## src/rtl/hscd_pkg.sv

```systemverilog
`default_nettype none
package hscd_pkg;
  // Slots are numbered 1..SlotCount. SlotCount must be a power of two: the home slot
  // takes the low hash bits.
  localparam int SlotCount = 1024;
  localparam int SlotW = $clog2(SlotCount + 1);
  localparam int HomeW = $clog2(SlotCount);
  localparam logic [31:0] NoneSector = 32'hFFFF_FFFF;

  typedef enum logic [2:0] {
    OP_LOOKUP = 3'd0,
    OP_FILL   = 3'd1,
    OP_WRITE  = 3'd2,
    OP_FLUSH  = 3'd3,
    OP_CLEAN  = 3'd4
  } op_t;

  typedef enum logic [3:0] {
    ST_IDLE,
    ST_HASH,
    ST_PROBE_RD,
    ST_PROBE_CK,
    ST_CHAIN_RD,
    ST_CHAIN_CK,
    ST_FREE_RD,
    ST_FREE_CK,
    ST_COMMIT,
    ST_SLOT_RD,
    ST_SLOT_CK,
    ST_CLEAR,
    ST_DONE
  } state_t;

  // One round of the one-at-a-time hash over a single byte.
  function automatic logic [31:0] oaat_round(input logic [31:0] h, input logic [7:0] b);
    logic [31:0] t;
    t = h + {24'd0, b};
    t = t + (t << 10);
    t = t ^ (t >> 6);
    return t;
  endfunction

  function automatic logic [31:0] oaat_final(input logic [31:0] h);
    logic [31:0] t;
    t = h + (h << 3);
    t = t ^ (t >> 11);
    t = t + (t << 15);
    return t;
  endfunction
endpackage
`default_nettype wire

```

## src/rtl/hscd_hash.sv

```systemverilog
`default_nettype none
module hscd_hash
  import hscd_pkg::*;
(
  input  wire logic             clk,
  input  wire logic             rst,
  input  wire logic             start,
  input  wire logic [31:0]      key,
  output logic                  done,
  output logic      [SlotW-1:0] home
);
  logic [31:0] h;
  logic [31:0] k;
  logic [2:0]  step;
  logic        run;
  logic        fin;

  assign fin = run && (step == 3'd4);

  always_ff @(posedge clk) begin
    if (rst) begin
      run  <= 1'b0;
      done <= 1'b0;
      step <= '0;
    end else begin
      done <= fin;
      if (start) begin
        run  <= 1'b1;
        step <= '0;
        h    <= '0;
        k    <= key;
      end else if (run) begin
        if (!fin) begin
          h    <= oaat_round(h, k[7:0]);
          k    <= k >> 8;
          step <= step + 3'd1;
        end else begin
          h    <= oaat_final(h);
          run  <= 1'b0;
        end
      end
    end
  end

  assign home = SlotW'(h[HomeW-1:0]) + SlotW'(1);
endmodule
`default_nettype wire

```

## config.mk

```make
export PLATFORM = sky130hd
export DESIGN_NAME = hscd_hash
export DESIGN_NICKNAME = d
export VERILOG_FILES = /design/src/rtl/hscd_pkg.sv /design/src/rtl/hscd_hash.sv
export SDC_FILE = /design/constraint.sdc
export NUM_CORES = 1
export LEC_CHECK = 0
export CAP_MARGIN = 40
export CORE_AREA = 3 3 111 113
export DETAILED_ROUTE_END_ITERATION = 10
export DIE_AREA = 0 0 114 116
export DONT_BUFFER_PORTS = 1
export GPL_TIMING_DRIVEN = 0
export PLACE_DENSITY = 0.88
export SKIP_CTS_REPAIR_TIMING = 1
export SYNTH_ARGS = -nofsm -noshare
export SYNTH_HDL_FRONTEND = slang
export SYNTH_SLANG_ARGS = --single-unit
```

## constraint.sdc

```tcl
create_clock -name clk -period 14.17 [get_ports clk]
set_input_delay 1.417 -clock clk [delete_from_list [all_inputs] [get_ports clk]]
set_output_delay 1.417 -clock clk [all_outputs]
set_load 0.02 [all_outputs]
```

# Yosys cells after proc, flatten, opt, wreduce, memory -nomap -nowiden
# Index checks and enable logic that the tools add are counted.
# word_totals
out_inout_bits,12
inputBits,35
ff_bits,69
elab_cells,31
# classes
n_reduce_logical,6
n_addsub,6
n_bitwise,4
mux,8
n_eq_ne,2
# ops
operator,count
$mux W32,5
$add A32 B32 Y32,3
$add A32 B8 Y32,1
$xor A32 B21 Y32,1
$xor A32 B26 Y32,1
$add A10 B1 Y11 const B,1
$reduce_and A2 Y1,2
$add A3 B1 Y3 const B,1
$eq A3 B3 Y1 const B,1
$mux W1,3
$reduce_and A3 Y1,1
$ne A2 B2 Y1 const B,1
$not A1 Y1,2
$reduce_bool A2 Y1,1
$reduce_or A2 Y1,1
$logic_and A1 B1 Y1,1

# Longest topological paths before layout
# Gate-level depths: netlist of the first run.
# depth
ltp_word,5
depth_mapped,25
mapped_depth_nobuf,25

# Worst setup path before layout of the first run
# No wires, ideal clock.
# synth_timing
path_type,reg2reg
start,register h[5]
end,register h[31] (data pin)
path_slack_ns,9.064
required_ns,13.990
synth_period_minus_slack_ns,5.106
t_arrival_ns,4.926
stages_incl_launch_ff,23
path_buffers,0
setup_time_ns,0.180
cell_sequence,edfxtp_1 -> ha_1 -> a21o_1 -> a221oi_2 -> a21oi_1 -> o21a_1 -> o211ai_2 -> o21ai_2 -> o21ai_0 -> xnor2_1 -> xor2_1 -> ha_1 -> fa_1 -> a211oi_1 -> o21bai_1 -> a31oi_1 -> o21ai_1 -> o41ai_2 -> o21ai_1 -> a31oi_1 -> xnor2_1 -> or4_1 -> o311ai_1
# synth_between
elab_chain_len,5
elab_cells_between_ends,8
cone_classes,add/sub (4); mux (2); bitwise (2)
# synth_lines
item,line,text
start: declaration,hscd_hash.sv:12,logic [31:0] h;
start signal: assignment,hscd_hash.sv:34,"h <= oaat_round(h, k[7:0]);"
start signal: assignment,hscd_hash.sv:38,h <= oaat_final(h);
$add A32 B8 Y32 or $add A32 B32 Y32 (tied branches),"hscd_pkg.sv:37, hscd_pkg.sv:45",
$add A32 B32 Y32 or $xor A32 B21 Y32 (tied branches),"hscd_pkg.sv:38, hscd_pkg.sv:46",
$xor A32 B26 Y32 or $add A32 B32 Y32 (tied branches),"hscd_pkg.sv:39, hscd_pkg.sv:47",
$mux W32 (*),hscd_hash.sv:33,if (!fin) begin
$mux W32 (*),hscd_hash.sv:32,end else if (run) begin
# Every way passes the cells marked *; elsewhere a longest branch is shown, timed or not. The select of a mux whose other input is x is not followed.
# A chain may end at the register's enable or synchronous reset.

# Worst setup path in the final report of the first run
# Same ends and word-level chain as after synthesis.

==> impl_metrics.json, run 1 <==
{
  "period_share_pct": 44.0,
  "skew_ns": 0.00767,
  "worst-setup-path-type": "flop to flop",
  "fp.dieArea_sq_um": 13200,
  "period_minus_slack_ns": 6.24,
  "grt_util_all_layers_pct": 29.8,
  "multi_input_gate_area_sq_um": 5180,
  "rsz_0062_raised_after_global_routing": "no",
  "endpoint_kind": "flop",
  "postRouteAntennaNets": 0,
  "placeableCoreArea_sq_um": 11400,
  "port_buffers": 0,
  "transition_at_the_pin_with_the_smallest_max_transition_slack_ns": 0.990,
  "numPlacedInstances": 953,
  "cpPeakStageDelay_ns": 0.53,
  "area_added_between_synthesis_and_finish_pct": 7.09,
  "worst-r2r-setup-slack_ns": 7.93,
  "yosys_warnings": 0,
  "per_cell_via_count_in_the_routed_design": 6.63,
  "setup_violations": 0,
  "average_cell_area_after_synthesis_sq_um": 9.13,
  "setup.worst_path.start": "h[5]",
  "ys_dominant_reg_cell": "edfxtp_1",
  "crit_fanout": 6,
  "achievable-frequency_mhz": 160,
  "detailedRoute.firstPassIterationCount": 5,
  "fin_cells": 969,
  "drtIter0Drc": 662,
  "start_util_pct": 64.6,
  "cts_inserted_buffers": 9,
  "slew_violations": 0,
  "r2r-start": "h[5]",
  "synth_area_sq_um": 7370,
  "cp_data_required_time_ns": 14.29,
  "relSlewSlack_pct": 33.4,
  "netlist_instances": 808,
  "async_flop_share_pct": 0,
  "floorplan.die.height_um": 116,
  "timing.reg2reg.worst_path_depth": 22,
  "io_pins": 47,
  "antenna_found_initial": 0,
  "via_count": 6421,
  "drt-wirelength-per-cell_um": 20.0,
  "vias_in_the_first_global_route": 6166,
  "cp_data_arrival_time_ns": 6.36,
  "post-route-drc-count": 0,
  "drive_gt1_share_pct": 7.87,
  "cts_root_buf": "clkbuf_16",
  "critical_path_cell_by_cell": "ha_1, a21o_1, a221oi_2, a21oi_1, o21a_1, o211ai_2, o21ai_2, o21ai_0, xnor2_1, xor2_1, ha_1, fa_1, a211oi_1, o21bai_1, a31oi_1, o21ai_1, o41ai_2, o21ai_1, a31oi_1, xnor2_1, or4_1, o311ai_1",
  "clock-sinks": 69,
  "synth_cell_types": 66,
  "synth_enable_flop_cells": 64,
  "die_x_um": 114,
  "run_status": "complete, no violations",
  "worst_hold_path_type": "flop to flop",
  "diodes": 0,
  "path_depth": 22,
  "worst-path-buf-inv": 0,
  "clk_path_buf_depth": 2,
  "insertion_delay_ns": 0.35,
  "pin_count_of_the_biggest_net_entering_global_routing": 32,
  "cell_family_with_most_cp_delay": "compound AO/OA/AOI/OAI gates",
  "cts-htree-levels": 3,
  "reg2reg_to": "h[31]",
  "gp_congestion": 0.987,
  "setup_total_negative_slack_ns": 0,
  "rows": 39,
  "grt_pass1_wl_um": 30800,
  "critPathLaunchType": "flop",
  "worstSetupEndpoint": "h[31]",
  "synth.ff_latch_count": 69,
  "half_perimeter_wire_length_after_detailed_placement_um": 15400,
  "path_clk_slew_ns": 0.06,
  "gr-total-overflow": 0,
  "critPathSlowestCell": "edfxtp_1",
  "final.fill_count": 841,
  "flip_flop_and_latch_area_sq_um": 2020,
  "synth_fp_nets": 922,
  "final-hold-violation-count": 0,
  "drt_wl_total_um": 19400,
  "tritoncts": "done",
  "maxCapViolCount": 0,
  "synth-seq-area-share_pct": 27.4,
  "nets": 935
}
## through the flow
stage	instance area, sq um	setup slack [ns]	hold WS, ns	utilization, %
after CTS	7900	8.10	0.552	69.2
final	7900	7.93	0.549	69.2
after global routing	7900	7.68	0.568	69.2
after detailed placement	7600	8.17	0.533	66.5
after global placement	7550	8.23	0.528	66.1
after floorplan	7370	9.06	0.525	-
## worst min path at each step
stage	from	end	depth (start not counted)
finish	k[20]	k[12]	1
global placement	k[18]	k[10]	1
CTS	k[20]	k[12]	1
global route	k[18]	k[10]	1
detailed placement	k[20]	k[12]	1
floorplan	k[8]	k[0]	1
## cell families after synthesis
kind of cell | count (synthesis) | synth area share (%)
mux | 28 | 4.21
simple gates | 249 | 16.2
flops | 69 | 27.4
fa+ha+maj | 79 | 13.8
xor+xnor | 140 | 17.4
compound gates | 196 | 18.5
buf+inv | 47 | 2.41
## registers in the layout (all words and copies together) (netlist names)
register  cells
done          1
h            32
k            32
run           1
step          3
## per-layer routing
metal  GRT usage, %  up-vias  wire [um]
li1               -     2996          -
met1           37.4     2940       7550
met2           48.9      388       8960
met3           5.33       97       1780
met4           16.5        0       1090
met5              0        -          0
## layout by cell type, fill, tap and decap left out, drive strengths merged, types with 5 or more instances in the layout
| master | synthesis | routed |
|---|---|---|
| dfxtp | 5 | 5 |
| nand4 | 10 | 10 |
| a31oi | 11 | 11 |
| a21o | 22 | 22 |
| ha | 75 | 75 |
| o21ai | 31 | 31 |
| xnor2 | 98 | 98 |
| inv | 29 | 31 |
| and3 | 9 | 9 |
| and2 | 12 | 12 |
| a21oi | 54 | 54 |
| nand2 | 49 | 49 |
| edfxtp | 64 | 64 |
| and4 | 6 | 6 |
| a211oi | 25 | 25 |
| o21bai | 6 | 6 |
| clkbuf | 17 | 27 |
| or3 | 5 | 5 |
| nor2b | 12 | 12 |
| nor2 | 89 | 89 |
| or2 | 6 | 6 |
| a21boi | 5 | 5 |
| o21a | 7 | 7 |
| xor2 | 38 | 38 |
| nor3 | 19 | 19 |
| mux2 | 24 | 24 |
| o211ai | 6 | 6 |
| nand3 | 20 | 20 |
## worst register-to-register path: stages (launching register included)
cell and delay [ns]:
edfxtp_1 0.53, ha_1 0.41, a21o_1 0.24, a221oi_2 0.32, a21oi_1 0.17, o21a_1 0.24, o211ai_2 0.26, o21ai_2 0.11
o21ai_0 0.23, xnor2_1 0.27, xor2_1 0.21, ha_1 0.29, fa_1 0.43, a211oi_1 0.32, o21bai_1 0.15, a31oi_1 0.30
o21ai_1 0.17, o41ai_2 0.30, o21ai_1 0.16, a31oi_1 0.25, xnor2_1 0.14, or4_1 0.41, o311ai_1 0.12
## synthesized netlist by cell type (5+ instances only)
library cell	instances	share of area, %
and3_1	9	0.76
xnor2_1	98	12
edfxtp_1	64	26
nand2_1	49	2.5
nor3_1	19	1.3
ha_1	75	13
nor2b_1	12	1.0
nand3_1	20	1.4
mux2_2	24	3.7
a21oi_1	52	3.5
a211oi_1	23	2.3
inv_1	29	1.5
o21ai_0	23	1.6
a31oi_1	11	0.93
dfxtp_1	5	1.4
o21ai_1	6	0.41
xor2_1	38	4.5
nor2_1	89	4.5
or2_2	6	0.51
clkbuf_1	17	0.87
o21bai_1	6	0.61
o21a_1	7	0.71
a21o_1	22	2.2
and2_1	12	1.0
nand4_1	10	0.85
and4_1	6	0.71
## final cells by class
type                    instances  share of cell area [%]
repair buffers                  2                   0.444
clock inverters                 6                   0.887
inverters                      29                    1.38
flip-flops and latches         69                    25.6
clock buffers                  10                    2.90
plain buffers                  18                   0.871
well taps                     143                    2.27
multi-input cells             692                    65.6
Power of run 1 is left out: the tool's default activity adds up to more than one toggle a clock period on the data nets, which glitch-free logic cannot reach.
==> run 2: changes to the inputs <==
- ABC_AREA: default -> 1
- CORE_AREA: 3 3 111 113 -> 3 3 117 119
- DIE_AREA: 0 0 114 116 -> 0 0 120 122
- PLACE_DENSITY: 0.88 -> 0.87
- clock period: 14.17 -> 5.8 ns (I/O delays scaled with it)
==> run 2 against run 1 <==
  * Synthesized cell count increased by 44%
  * Synthesized area grew 11%
  * Count of clock-buffer cells in the layout is the same
  * Die area increased by 11%
  * Sequential share of layout area is 2.6 points lower
  * Global-route usage increased by 2.5 points
==> impl_metrics.json, run 2 <==
{
  "run_status": "complete, no violations",
  "relSlewSlack_pct": 56.9,
  "grt_util_all_layers_pct": 32.3,
  "gp_congestion": 0.985,
  "setup_slack_placement_ns": 0.725,
  "maxCapViolCount": 0,
  "yosysMostFrequentCell": "nand2_1",
  "synthTopCellsByArea": "edfxtp_1 23%, nand2_1 14%, ha_1 11%",
  "postRouteAntennaNets": 0,
  "netlist_instances": 1162,
  "io_pins": 47,
  "diodes": 0,
  "synth_area_sq_um": 8180,
  "setup.worst_path.start": "h[3]",
  "skew_ns": 0.00787,
  "start_util_pct": 64.6,
  "critPathLaunchType": "flop",
  "setup_total_negative_slack_ns": 0,
  "achievable-frequency_mhz": 190,
  "timing.reg2reg.worst_path_depth": 26,
  "cts-htree-levels": 3,
  "worstSetupEndpoint": "h[25]",
  "grt_pass1_wl_um": 37100,
  "slew_violations": 0,
  "die_x_um": 120,
  "placeableCoreArea_sq_um": 12700,
  "path_clk_slew_ns": 0.06,
  "rsz_0062_raised_after_global_routing": "no",
  "fp.dieArea_sq_um": 14600,
  "insertion_delay_ns": 0.34,
  "worst-r2r-setup-slack_ns": 0.54,
  "drt-wirelength-per-cell_um": 17.4,
  "layout_commonest_cell": "nand2_1",
  "worst-setup-path-type": "flop to flop",
  "vias_in_the_first_global_route": 7440,
  "period_minus_slack_ns": 5.26,
  "port_buffers": 0,
  "route.layer.met1.wl_um": 9490,
  "post-route-drc-count": 0,
  "pin_count_of_the_biggest_net_entering_global_routing": 30,
  "area_added_between_synthesis_and_finish_pct": 7.34,
  "synth_enable_flop_cells": 64,
  "route.top_layer_used": "met4",
  "drt_wl_total_um": 23500,
  "endpoint_kind": "flop",
  "clk_path_buf_depth": 2,
  "cp_data_arrival_time_ns": 5.36,
  "period_share_pct": 90.7,
  "average_cell_area_after_synthesis_sq_um": 7.04,
  "tritoncts": "done",
  "setup_violations": 0,
  "worst_hold_path_type": "input port to flop",
  "cts_root_buf": "clkbuf_16",
  "rows": 41,
  "antenna_found_initial": 0,
  "synth-seq-area-share_pct": 24.7,
  "drive_gt1_share_pct": 7.20,
  "ys_dominant_reg_cell": "edfxtp_1",
  "synth.cells.most_frequent": "306 x nand2_1, 174 x inv_1, 92 x a21oi_1, 75 x ha_1, 68 x nand3_1",
  "half_perimeter_wire_length_after_detailed_placement_um": 19100,
  "met2WireLength_um": 11100,
  "floorplan.die.height_um": 122,
  "gr-total-overflow": 0,
  "drtIter0Drc": 934,
  "clock-sinks": 69,
  "r2r-start": "h[3]",
  "cp_data_required_time_ns": 5.90,
  "final-hold-violation-count": 0,
  "synthDominantCellAreaShare_pct": 23.5,
  "timing.hold.worst_path_depth": 1,
  "synth_fp_nets": 1276,
  "cts_inserted_buffers": 9,
  "detailedRoute.firstPassIterationCount": 7,
  "largest_registers": "h: 32 flops, k: 32 flops, step: 3 flops",
  "yosys_warnings": 0,
  "transition_at_the_pin_with_the_smallest_max_transition_slack_ns": 0.647,
  "crit_fanout": 6,
  "netlist.top_cell.by_area": "edfxtp_1",
  "synth_cell_types": 56,
  "via_count": 7987,
  "detailroute.wirelength.met3_um": 2210,
  "per_cell_via_count_in_the_routed_design": 5.91,
  "post-route-worst-setup-slack_ns": 0.541,
  "async_flop_share_pct": 0,
  "layout.cells.most_common_list": "306 x nand2_1, 174 x inv_1, 90 x a21oi_1",
  "nets": 1289,
  "synth.ff_latch_count": 69,
  "reg2reg_to": "h[25]"
}
==> run 2: cells by family after synthesis <==
kind of cell | share of synthesized area, %
AO/OA/AOI/OAI | 14.8
XOR/XNOR | 11.1
adder cells (fa/ha/maj) | 12.5
buffers and inverters | 9.22
flip-flops | 24.7
AND/OR/NAND/NOR | 27.7
==> run 2: critical path, stage by stage (launching register included) <==
cell and delay (ns):
edfxtp_1 0.49, ha_1 0.23, inv_1 0.06, fa_1 0.42, o21ai_2 0.23, a21oi_2 0.13
o21bai_4 0.19, nand2_1 0.09, nand2_2 0.11, xor2_1 0.47, xnor3_1 0.50, ha_1 0.26
fa_1 0.41, nand3_1 0.11, nand3_1 0.10, nand2_1 0.07, nand2_1 0.05, a21oi_1 0.24
o21ai_0 0.18, nand2_1 0.09, nand2_1 0.09, nand2_1 0.07, nand2_1 0.05, o21ai_0 0.22
inv_1 0.06, nand2_1 0.06, inv_1 0.03
==> run 2: layer usage <==
metal,track usage [%],vias to the layer above
met2,55.3,439
li1,-,3864
met5,0,-
met4,10.3,0
met3,4.50,62
met1,42.5,3622
==> run 2: cell type report <==
class	instances	area (sq um)
plain buffers	17	73.8
clock inverters	6	93.8
fillers	1093	3890
multi-input cells	895	5430
clock buffers	10	229
flip-flops and latches	69	2020
repair buffers	2	40.0
inverters	181	681
well taps	172	215
==> run 2: worst min-delay path by stage <==
stage | from | to | slack (ns)
floorplan | step[0] | step[0] | 0.45
global placement | step[0] | step[0] | 0.46
detailed placement | step[0] | step[0] | 0.47
CTS | rst | run | 0.30
global route | rst | run | 0.29
finish | rst | run | 0.30
==> run 2: through the flow <==
step / hold WS, ns / cell area (sq um) / util [%] / cells
2_1_floorplan: 0.455 / 8180 / - / 1162
4_1_cts: 0.296 / 8780 / 69.3 / 1352
5_1_grt: 0.292 / 8780 / 69.3 / 1352
6_report: 0.297 / 8780 / 69.3 / 1352
3_3_place_gp: 0.465 / 8390 / 66.2 / 1334
3_5_place_dp: 0.471 / 8460 / 66.7 / 1336
Power of run 2 is left out for the same reason.
