$ cat config.mk
export PLATFORM = sky130hd
export DESIGN_NAME = hscd_ram
export DESIGN_NICKNAME = d
export VERILOG_FILES = /design/src/rtl/hscd_ram.sv
export SDC_FILE = /design/constraint.sdc
export NUM_CORES = 1
export LEC_CHECK = 0
export BUFFER_PORTS_ARGS = -buffer_cell sky130_fd_sc_hd__buf_2
export CAP_MARGIN = 5
export CORE_ASPECT_RATIO = 1.4
export CORE_MARGIN = 3
export CORE_UTILIZATION = 25
export DETAILED_ROUTE_END_ITERATION = 8
export SYNTH_ARGS = -nofsm -noshare
export SYNTH_HDL_FRONTEND = slang
export SYNTH_SLANG_ARGS = --single-unit
$ cat constraint.sdc
create_clock -name clk -period 2.3 [get_ports clk]
set_input_delay 0.115 -clock clk [delete_from_list [all_inputs] [get_ports clk]]
set_output_delay 0.115 -clock clk [all_outputs]
set_load 0.005 [all_outputs]
$ cat src/rtl/hscd_ram.sv
`default_nettype none
module hscd_ram #(
  parameter int Width = 8,
  parameter int Depth = 16,
  localparam int AddrW = $clog2(Depth)
) (
  input  wire logic             clk,
  input  wire logic             we,
  input  wire logic [AddrW-1:0] waddr,
  input  wire logic [Width-1:0] wdata,
  input  wire logic [AddrW-1:0] raddr,
  output logic      [Width-1:0] rdata
);
  logic [Width-1:0] mem [Depth];

  always_ff @(posedge clk) begin
    if (we) mem[waddr] <= wdata;
    rdata <= mem[raddr];
  end
endmodule
`default_nettype wire

* Word-level counts from Yosys, hierarchy flattened *
Memory sizes are Yosys's and may differ from the RTL's. A register that Yosys moved wholly into a read port is not among the register bits.
Index checks and enable logic that the tools add are counted.

word-level totals
  register bits after elaboration = 0
  memory bits (writable) = 128
  bits of input ports = 18
  output and inout bits = 8
  word-level logic and storage cells = 3
  memories = 1

cells by class
  muxes and demuxes = 2

memory list
  name  depth  width  rd ports  clocked after memory_dff  wr ports  line  RTL
  mem   16     8      1         1                         1         14    logic [Width-1:0] mem [Depth];

operators by type and width
  cell              count
  2-to-1 mux 1 bit  2

* Longest topological paths before layout *
Gate-level depths: netlist of run 1.

  word-level depth = 2
  depth in mapped cells = 5
  depth with buffers taken out = 3

* Least setup slack after synthesis of run 1 *
OpenSTA, ideal clock, no wires.

  path type = input -> register
  from = in waddr[2]
  to = mem mem[0][0], enable pin
  library setup time = 0.383 ns
  arrival = 1.225 ns
  required time = 1.917 ns
  setup slack = 0.692 ns
  stages on the path = 2
  buffers on the path = 0
  cells stage by stage = or3b_2 nor3_1

RTL lines
  element      line  RTL
  from (decl)  9     input wire logic [AddrW-1:0] waddr,
  to (decl)    14

Straight into the memory's write port.

==> results of run 1 <==
[sequential cells by signal, summed over array words and instances, names as in the netlist]
name and flops:
rdata 8, mem 128
[final cells by class]
class	instances	area [µm²]
fill	1915	13800
sequential	136	4000
multi-input combinational	83	1060
clock buffer	18	429
tap	252	315
timing repair buffer	41	258
clock inverter	13	251
[power by group]
group | total, µW | internal (µW) | switching (µW)
Sequential | 2790 | 2770 | 17.1
Combinational | 255 | 107 | 147
Clock | 3100 | 2130 | 969
Total | 6150 | 5010 | 1130
[cells in the final DEF (no fill, tap or decap), types with 7 or more instances in the layout]
master / n
dfxtp_1: 8
bufinv_16: 7
clkbuf_16: 17
buf_4: 15
buf_2: 25
nand2_1: 9
mux4_2: 18
nor2_1: 13
mux4_1: 14
edfxtp_1: 128
a22oi_1: 16
[metrics by stage]
step | cell area (µm²) | total power, µW | std cells | setup slack [ns]
CTS | 6310 | 6200 | 543 | 0.889
global placement | 5630 | 3090 | 512 | 0.660
global route | 6310 | 6340 | 543 | 0.858
detailed placement | 5630 | 3100 | 512 | 0.573
finish | 6310 | 6150 | 543 | 0.896
floorplan | 5150 | 2980 | 229 | 0.692
[logic make-up after synthesis]
kind of cell | after synthesis | share of synthesized area (%)
flip-flops | 136 | 77.8
AO/OA/AOI/OAI | 16 | 2.33
AND/OR/NAND/NOR | 35 | 3.18
buffers and inverters | 10 | 1.68
multiplexers | 32 | 15.0
[per-layer routing]
layer,wire length [µm],global-route usage (%),up-vias
met5,0,0,-
met3,602,2.34,25
met4,326,5.10,0
met2,5160,15.9,93
li1,-,-,1073
met1,4250,12.2,1221
[worst paths after layout]
kind                              from             endpoint  slack (ns)  depth (start not counted)
setup reg to reg   mem[6][2]$_DFFE_PP_     rdata[2]$_DFF_P_        0.90                          3
setup / recovery   mem[6][2]$_DFFE_PP_     rdata[2]$_DFF_P_        0.90                          3
hold reg to reg   mem[15][4]$_DFFE_PP_     rdata[4]$_DFF_P_        0.67                          3
hold / removal                wdata[0]  mem[2][0]$_DFFE_PP_        0.10                          1
[worst max-delay path: stages, from the launching register on]
cell      delay (ns)
edfxtp_1        0.36
mux4_1          0.54
a22oi_1         0.24
nand2_1         0.13
==> flow_summary.yaml, run 1 <==
logic_synthesis:
  synth_edf_count: 128
  postSynthCellCount: 229
  yosysTopAreaCell: "edfxtp_1"
  synth.lib_cells_used.distinct: 19
  ys_top_cells_by_area: "edfxtp_1 (75%), mux4_2 (7.9%), mux4_1 (7.1%)"
  yosys.cell_count.top_type: "edfxtp_1"
  synth.top_cell.area_share_pct: 74.7
  avgSynthCellArea_um2: 22.5
  netlist_area_um2: 5150
  synthTopCellsByCount: "edfxtp_1 (128), mux4_2 (18), a22oi_1 (16)"
  synth_async_sr_flop_share_pct: 0
  synth_seq_cells: 136
  syn_nets: 247
  synthesis.yosys.warnings: 0
  synth_seq_area_share_pct: 77.8
  dominantRegCellSynth: "edfxtp_1"
critical_path:
  crit_path_start_kind: "register"
  crit_type: "reg2reg"
  critical_path.endpoint_type: "register"
  critical_path_arrival_ns: 1.68
  crit_required_ns: 2.58
  critical_path.max_fanout: 1
grt:
  largest_net_degree_at_the_start_of_global_routing: 33
  global_route_wire_length_before_repair_mm: 16.1
  grt-ovfl-total: 0
  grtUsageTotal_pct: 9.83
  grt_pass1_vias: 2668
  antenna_found_initial: 0
timing:
  slew_violations: 0
  period_needed_ns: 1.40
  rsz_0062_raised_after_global_routing: "false"
  post-route-period-util_pct: 61.1
  hold_viol: 0
  worst_clock_skew_ns: 0.00444
  achievable-frequency_mhz: 712
  fin_hold_ws_ns: 0.103
  headroom_to_the_max_slew_limit_pct: 50.2
  worst_pin_slew_ns: 0.741
  fin_tns_setup_ns: 0
  final-setup-viol-count: 0
routing:
  route.final.wire_length_mm: 10.3
  antenna_violating_nets_post_route: 0
  viasPerCell: 4.44
  detailroute.via_count: 2412
  avgRoutedWirePerCell_um: 19.0
  remaining_drc_errors: 0
  drtPass1Iterations: 4
  drt-initial-drc-count: 169
clock_tree:
  clock_sink_count: 136
  clk-insertion-delay-late_ns: 0.40
  tritoncts: "built"
  cts-resized-gates: 0
  cts_made_buffers: 17
  clock_tree.htree_level_count: 4
  cts-root-to-sink-buffers: 2
  cts.clk_slew.worst_paths_ns: 0.06
  cts_root_buffer: "clkbuf_16"
  cts_hold_buffers: 0
  postCtsSetupRepairBufs: 0
floorplanning:
  initial_utilization_pct: 25.6
  die_area_um2: 22400
  rows: 61
  num_io_pins: 26
  die_width_um: 127
  core_area_um2: 20100
  die_height_um: 176
pwr:
  total_leakage_power_uw: 0.00211
  power_per_cell_area_nw_per_um2: 973
  worst_ir_drop_on_vdd_v: 0.000555
placement:
  hpwlAfterDp_mm: 6.76
  place_congestion: 0.760
  io_buffers: 25
finish:
  layout_cell_share_with_drive_strength_beyond_1_pct: 30.6
  num-nets-final: 297
  final_core_utilization_pct: 31.5
  syn2layout_area_growth_pct: 22.7
  n_antenna_cell: 0
min_path:
  path_category_of_the_worst_min_delay_check: "in2reg"
job:
  max_cap_violations: 0
outcome:
  status: "finished clean"
(Power assumes the default switching activity.)
==> run 2: changes to the inputs <==
--- a/config.mk
+++ b/config.mk
@@ -5,6 +5,7 @@
 export SDC_FILE = /design/constraint.sdc
 export NUM_CORES = 1
 export LEC_CHECK = 0
+export ABC_AREA = 1
 export BUFFER_PORTS_ARGS = -buffer_cell sky130_fd_sc_hd__buf_2
 export CAP_MARGIN = 5
 export CORE_ASPECT_RATIO = 1.4
==> constraint.sdc (replaced) <==
create_clock -name clk -period 1.3 [get_ports clk]
set_input_delay 0.065 -clock clk [delete_from_list [all_inputs] [get_ports clk]]
set_output_delay 0.065 -clock clk [all_outputs]
set_load 0.005 [all_outputs]
==> run 2 against run 1 <==
Global-route usage increased by 0.93 points. Non-clock buffer count increased by 10. Cell area increased by 10%. Sequential cell count unchanged. First-iteration DRC count increased by 14%. Critical endpoint is now rdata[3]. Largest cell class unchanged.
==> flow_summary.yaml, run 2 <==
floorplanning:
  rows: 65
  die_area_um2: 25000
  initial_utilization_pct: 25.5
  die_width_um: 134
  num_io_pins: 26
  core_area_um2: 22600
  die_height_um: 186
logic_synthesis:
  synthTopCellsByCount: "nand2_1 (173), edfxtp_1 (128), inv_1 (100)"
  yosys.cell_count.top_type: "nand2_1"
  synth.top_cell.area_share_pct: 66.7
  netlist_area_um2: 5770
  synth.lib_cells_used.distinct: 12
  avgSynthCellArea_um2: 10.5
  synth_seq_area_share_pct: 69.4
  yosysTopAreaCell: "edfxtp_1"
  ys_top_cells_by_area: "edfxtp_1 (67%), nand2_1 (11%), nand3_1 (8.4%)"
  synthesis.yosys.warnings: 0
  postSynthCellCount: 551
  synth_async_sr_flop_share_pct: 0
  dominantRegCellSynth: "edfxtp_1"
  synth_seq_cells: 136
  synth_edf_count: 128
  syn_nets: 569
grt:
  global_route_wire_length_before_repair_mm: 19.9
  grt-ovfl-total: 0
  grtUsageTotal_pct: 10.8
  antenna_found_initial: 0
  largest_net_degree_at_the_start_of_global_routing: 34
  grt_pass1_vias: 3680
timing:
  achievable-frequency_mhz: 981
  hold_viol: 0
  fin_tns_setup_ns: 0
  worst_clock_skew_ns: 0.00879
  post-route-period-util_pct: 78.4
  worst_pin_slew_ns: 0.357
  rsz_0062_raised_after_global_routing: "false"
  headroom_to_the_max_slew_limit_pct: 76.2
  slew_violations: 0
  final-setup-viol-count: 0
  period_needed_ns: 1.02
clock_tree:
  clock_sink_count: 136
  cts_root_buffer: "clkbuf_16"
  cts_hold_buffers: 0
  clk-insertion-delay-late_ns: 0.42
  cts-resized-gates: 0
  postCtsSetupRepairBufs: 0
  tritoncts: "built"
  cts_made_buffers: 17
  cts-root-to-sink-buffers: 2
  cts.clk_slew.worst_paths_ns: 0.06
  clock_tree.htree_level_count: 4
routing:
  route.final.wire_length_mm: 12.9
  avgRoutedWirePerCell_um: 14.2
  detailroute.via_count: 3689
  drtPass1Iterations: 4
  viasPerCell: 4.05
  antenna_violating_nets_post_route: 0
  drt-initial-drc-count: 192
  remaining_drc_errors: 0
critical_path:
  crit_type: "reg2out"
  critical_path_arrival_ns: 0.95
  crit_required_ns: 1.24
  critical_path.cell_chain: "buf_2"
  critical_path.max_fanout: 1
  critical_path.slowest_cell: "dfxtp_1"
  timing.critical_path.slowest_cell_delay_ns: 0.39
  critical_path.endpoint_type: "primary output"
  critical_path.n_buffers_inverters: 1
  crit_path_start_kind: "register"
  timing.critical_path.max_delay_family: "flip-flops"
finish:
  largest_reg_flops: 128
  n_antenna_cell: 0
  largestRegisters: "mem x128, rdata x8"
  multi_input_gate_area_um2: 1210
  seqCellArea_um2: 4000
  layout_cell_share_with_drive_strength_beyond_1_pct: 13.6
  mostFrequentLayoutCells: "nand2_1 (173), edfxtp_1 (128), inv_1 (100)"
  top_register: "mem"
  fill_cells: 2349
  num-nets-final: 615
  layout.cells.most_common: "nand2_1"
  layoutNonFillerInstCount: 911
  syn2layout_area_growth_pct: 20.4
job:
  max_cap_violations: 0
min_path:
  path_category_of_the_worst_min_delay_check: "in2reg"
pwr:
  worst_ir_drop_on_vdd_v: 0.000918
  power_per_cell_area_nw_per_um2: 1500
  total_leakage_power_uw: 0.00296
placement:
  hpwlAfterDp_mm: 8.89
  io_buffers: 25
  numPlacedInstances: 879
  place_congestion: 0.805
outcome:
  status: "finished clean"
-- run 2: changes by cell type in the layout (fill, tap and decap cells not counted), moves of 2 or more --
cell       before  now
nand3_1         1   97
bufinv_16       7    4
buf_12          1    3
inv_2           0    2
nor2_1         13   17
mux4_2         18    0
a22oi_1        16    0
mux4_1         14    0
nand2b_1        2    0
inv_1           0  100
buf_4          15   23
clkinv_2        1    5
nor3_1          4    0
nand2_1         9  173
-- run 2: per-stage QoR --
step / instance area, µm² / util, % / power [µW] / hold WS (ns) / setup slack, ns
3_3_place_gp: 6330 / 28.0 / 5630 / 0.464 / 0.155
5_1_grt: 6950 / 30.7 / 10700 / 0.0403 / 0.235
3_5_place_dp: 6330 / 28.0 / 5640 / 0.468 / 0.145
2_1_floorplan: 5770 / - / 5370 / 0.164 / 0.284
6_report: 6950 / 30.7 / 10400 / 0.0336 / 0.280
4_1_cts: 6950 / 30.7 / 10500 / 0.0250 / 0.237
-- run 2: final timing paths --
path                           to  slack, ns                  from  cells after the start
max reg2reg      rdata[0]$_DFF_P_       0.35   mem[7][0]$_DFFE_PP_                      6
min          mem[14][0]$_DFFE_PP_       0.03              wdata[0]                      1
min reg2reg      rdata[4]$_DFF_P_       0.67  mem[14][4]$_DFFE_PP_                      6
max                      rdata[3]       0.28      rdata[3]$_DFF_P_                      1
-- run 2: cell families (layout without fill, tap and decap cells) --
kind of cell | count (synthesis) | after routing | synth area share [%]
buffers and inverters | 126 | 185 | 9.52
and+or+nand+nor | 289 | 289 | 21.0
DFF | 136 | 136 | 69.4
-- run 2: per-layer routing --
metal  share of wire, %  vias to the layer above  wire, µm  GRT usage [%]
met5                  0                        -         0              0
met4                2.9                        0       371           5.95
met1                 38                     1727      4850           10.4
li1                   -                     1862         -              -
met2                 56                       76      7200           20.8
met3                3.7                       24       476           2.54
-- run 2: cell type report --
class                           instances  share of cell area [%]
Sequential cell                       136                    57.6
Tap cell                              301                    5.42
Clock inverter                         14                    2.61
Multi-Input combinational cell        289                    17.5
Timing Repair Buffer                   51                    5.15
Clock buffer                           18                    6.18
Inverter                              102                    5.51
-- run 2: power by group --
part	internal (µW)	switching, µW
Clock	3180	1720
Sequential	4900	37.6
Combinational	192	397
Total	8280	2150
==> run 3: changes to the inputs <==
--- a/config.mk
+++ b/config.mk
@@ -5,7 +5,7 @@
 export SDC_FILE = /design/constraint.sdc
 export NUM_CORES = 1
 export LEC_CHECK = 0
-export ABC_AREA = 1
+export ABC_AREA = 0
 export BUFFER_PORTS_ARGS = -buffer_cell sky130_fd_sc_hd__buf_2
 export CAP_MARGIN = 5
 export CORE_ASPECT_RATIO = 1.4
==> constraint.sdc (replaced) <==
create_clock -name clk -period 1 [get_ports clk]
set_input_delay 0.05 -clock clk [delete_from_list [all_inputs] [get_ports clk]]
set_output_delay 0.05 -clock clk [all_outputs]
set_load 0.005 [all_outputs]
==> run 3 against run 2 <==
The run now ends with setup timing left. Highest routed layer is now met5. Worst hold slack worse by 0.0074 ns. Global-route usage is 0.42 points lower. Utilization is 1.8 points higher. Sequential cell count stayed put. Combinational power is 16% higher. Register-to-register slack worse by 0.61 ns. Largest cell class unchanged. Routed wire length is 18% lower. Total power is 24% higher.
==> flow_summary.yaml, run 3 (synthesis results as in run 1) <==
timing:
  headroom_to_the_max_slew_limit_pct: 45.0
  hold_viol: 0
  final-setup-viol-count: 8
  post-route-period-util_pct: 126
  period_needed_ns: 1.26
  slew_violations: 0
  final.setup.worst_slack_ns: -0.258
  worst_clock_skew_ns: 0.00961
  achievable-frequency_mhz: 795
  worst_pin_slew_ns: 0.821
  rsz_0062_raised_after_global_routing: "true"
grt:
  global_route_wire_length_before_repair_mm: 16.8
  largest_net_degree_at_the_start_of_global_routing: 19
  grt_pass1_vias: 2719
  antenna_found_initial: 1
  grt-ovfl-total: 0
  grtUsageTotal_pct: 10.3
placement:
  place_area_um2: 5940
  numPlacedInstances: 533
  hpwlAfterDp_mm: 7.60
  place_congestion: 0.755
  io_buffers: 25
floorplanning:
  die_width_um: 127
  die_area_um2: 22400
  num_io_pins: 26
  rows: 61
  initial_utilization_pct: 25.6
  die_height_um: 176
  core_area_um2: 20100
finish:
  multi_input_gate_area_um2: 1100
  final_core_utilization_pct: 32.5
  n_antenna_cell: 0
  largestRegisters: "mem x128, rdata x8"
  syn2layout_area_growth_pct: 26.8
  largest_reg_flops: 128
  mostFrequentLayoutCells: "edfxtp_1 (128), mux4_2 (29), buf_4 (26)"
  seqCellArea_um2: 4010
  num-nets-final: 318
  layout.cells.most_common: "edfxtp_1"
  layout_cell_share_with_drive_strength_beyond_1_pct: 45.4
  fill_cells: 1895
  top_register: "mem"
  layoutNonFillerInstCount: 565
  stdcell_area_um2: 6530
routing:
  viasPerCell: 4.32
  detailroute.via_count: 2443
  drt-initial-drc-count: 200
  avgRoutedWirePerCell_um: 18.8
  remaining_drc_errors: 0
  drtPass1Iterations: 4
  antenna_violating_nets_post_route: 0
  route.final.wire_length_mm: 10.6
clock_tree:
  cts.clk_slew.worst_paths_ns: 0.06
  clk-insertion-delay-late_ns: 0.41
  cts_made_buffers: 17
  cts-root-to-sink-buffers: 2
  tritoncts: "built"
  cts_hold_buffers: 0
  clock_tree.htree_level_count: 4
  cts_root_buffer: "clkbuf_16"
  clock_sink_count: 136
critical_path:
  r2r.worst_path.cells: 3
  crit_path_start_kind: "register"
  critical_path_arrival_ns: 1.56
  crit_required_ns: 1.30
  critical_path.max_fanout: 1
  crit_type: "reg2reg"
  critical_path.endpoint_type: "register"
pwr:
  power_frac_comb_pct: 5.3
  power.internal_uw: 10200
  clockPowerShare_pct: 45.3
  worst_ir_drop_on_vdd_v: 0.00112
  power.switching_fraction_pct: 21.7
  total_leakage_power_uw: 0.00216
  power.net_switching_uw: 2810
  power_per_cell_area_nw_per_um2: 1990
  power.sequential.fraction_pct: 49.5
min_path:
  path_category_of_the_worst_min_delay_check: "in2reg"
  hold_depth: 1
outcome:
  status: "finished, violations left"
  violations: "setup timing"
job:
  max_cap_violations: 0
-- run 3: cell types whose count changed in the layout (fill, tap and decap cells not counted), moves of 6 or more --
cell and delta:
nand2_1 -164, inv_1 -100, nand3_1 -96, mux4_2 +29
nor2_1 -13, a22oi_1 +12, nor2_2 +9, buf_12 +8
inv_6 +6
-- run 3: path summary, 6_finish.rpt --
path | from | endpoint | slack [ns]
worst max-delay path | mem[3][3]$_DFFE_PP_ | rdata[3]$_DFF_P_ | -0.26
worst min-delay path | wdata[2] | mem[1][2]$_DFFE_PP_ | 0.03
worst max register to register | mem[3][3]$_DFFE_PP_ | rdata[3]$_DFF_P_ | -0.26
worst min register to register | mem[7][2]$_DFFE_PP_ | rdata[2]$_DFF_P_ | 0.67
-- run 3: layout make-up --
type | instances | share of cell area, %
tap | 252 | 4.83
sequential | 136 | 61.4
multi-input combinational | 83 | 16.8
clock inverter | 15 | 2.17
timing repair buffer | 62 | 8.28
clock buffer | 17 | 6.52
-- run 3: metrics by stage --
stage          TNS (ns)  hold slack, ns  total power [µW]  setup slack [ns]
4_1_cts           -2.05         0.00967             13100            -0.276
5_1_grt           -2.37          0.0236             13400            -0.321
6_report          -1.87          0.0261             13000            -0.258
2_1_floorplan     -4.44           0.149              6880            -0.158
3_5_place_dp     -29.55           0.451              7230            -0.490
3_3_place_gp     -27.80           0.438              7210            -0.518
-- run 3: repair_timing --
action | in CTS | in global routing
resized for setup | 3 | 2
cloned | 0 | 0
setup buffers | 0 | 0
pin swaps | 1 | 3
hold endpoints to repair | 0 | 0
setup endpoints to repair | 9 | 8
-- run 3: power by group through the flow --
stage	combinational [µW]	clock [µW]	sequential (µW)
2_1_floorplan	358	0	6520
3_3_place_gp	672	0	6540
3_5_place_dp	690	0	6540
4_1_cts	697	6000	6420
5_1_grt	751	6240	6430
6_report	682	5870	6420
-- run 3: worst max-delay path: stages, from the launching register on --
cell      delay, ns
edfxtp_1       0.37
mux4_2         0.50
a22oi_2        0.20
nand2_1        0.07
-- run 3: per-layer routing --
layer	global-route usage (%)	up-vias	routed length (µm)
met5	0	-	7
met4	3.76	2	100
met3	3.53	7	383
met2	18.1	49	5800
met1	11.6	1276	4330
li1	-	1109	-
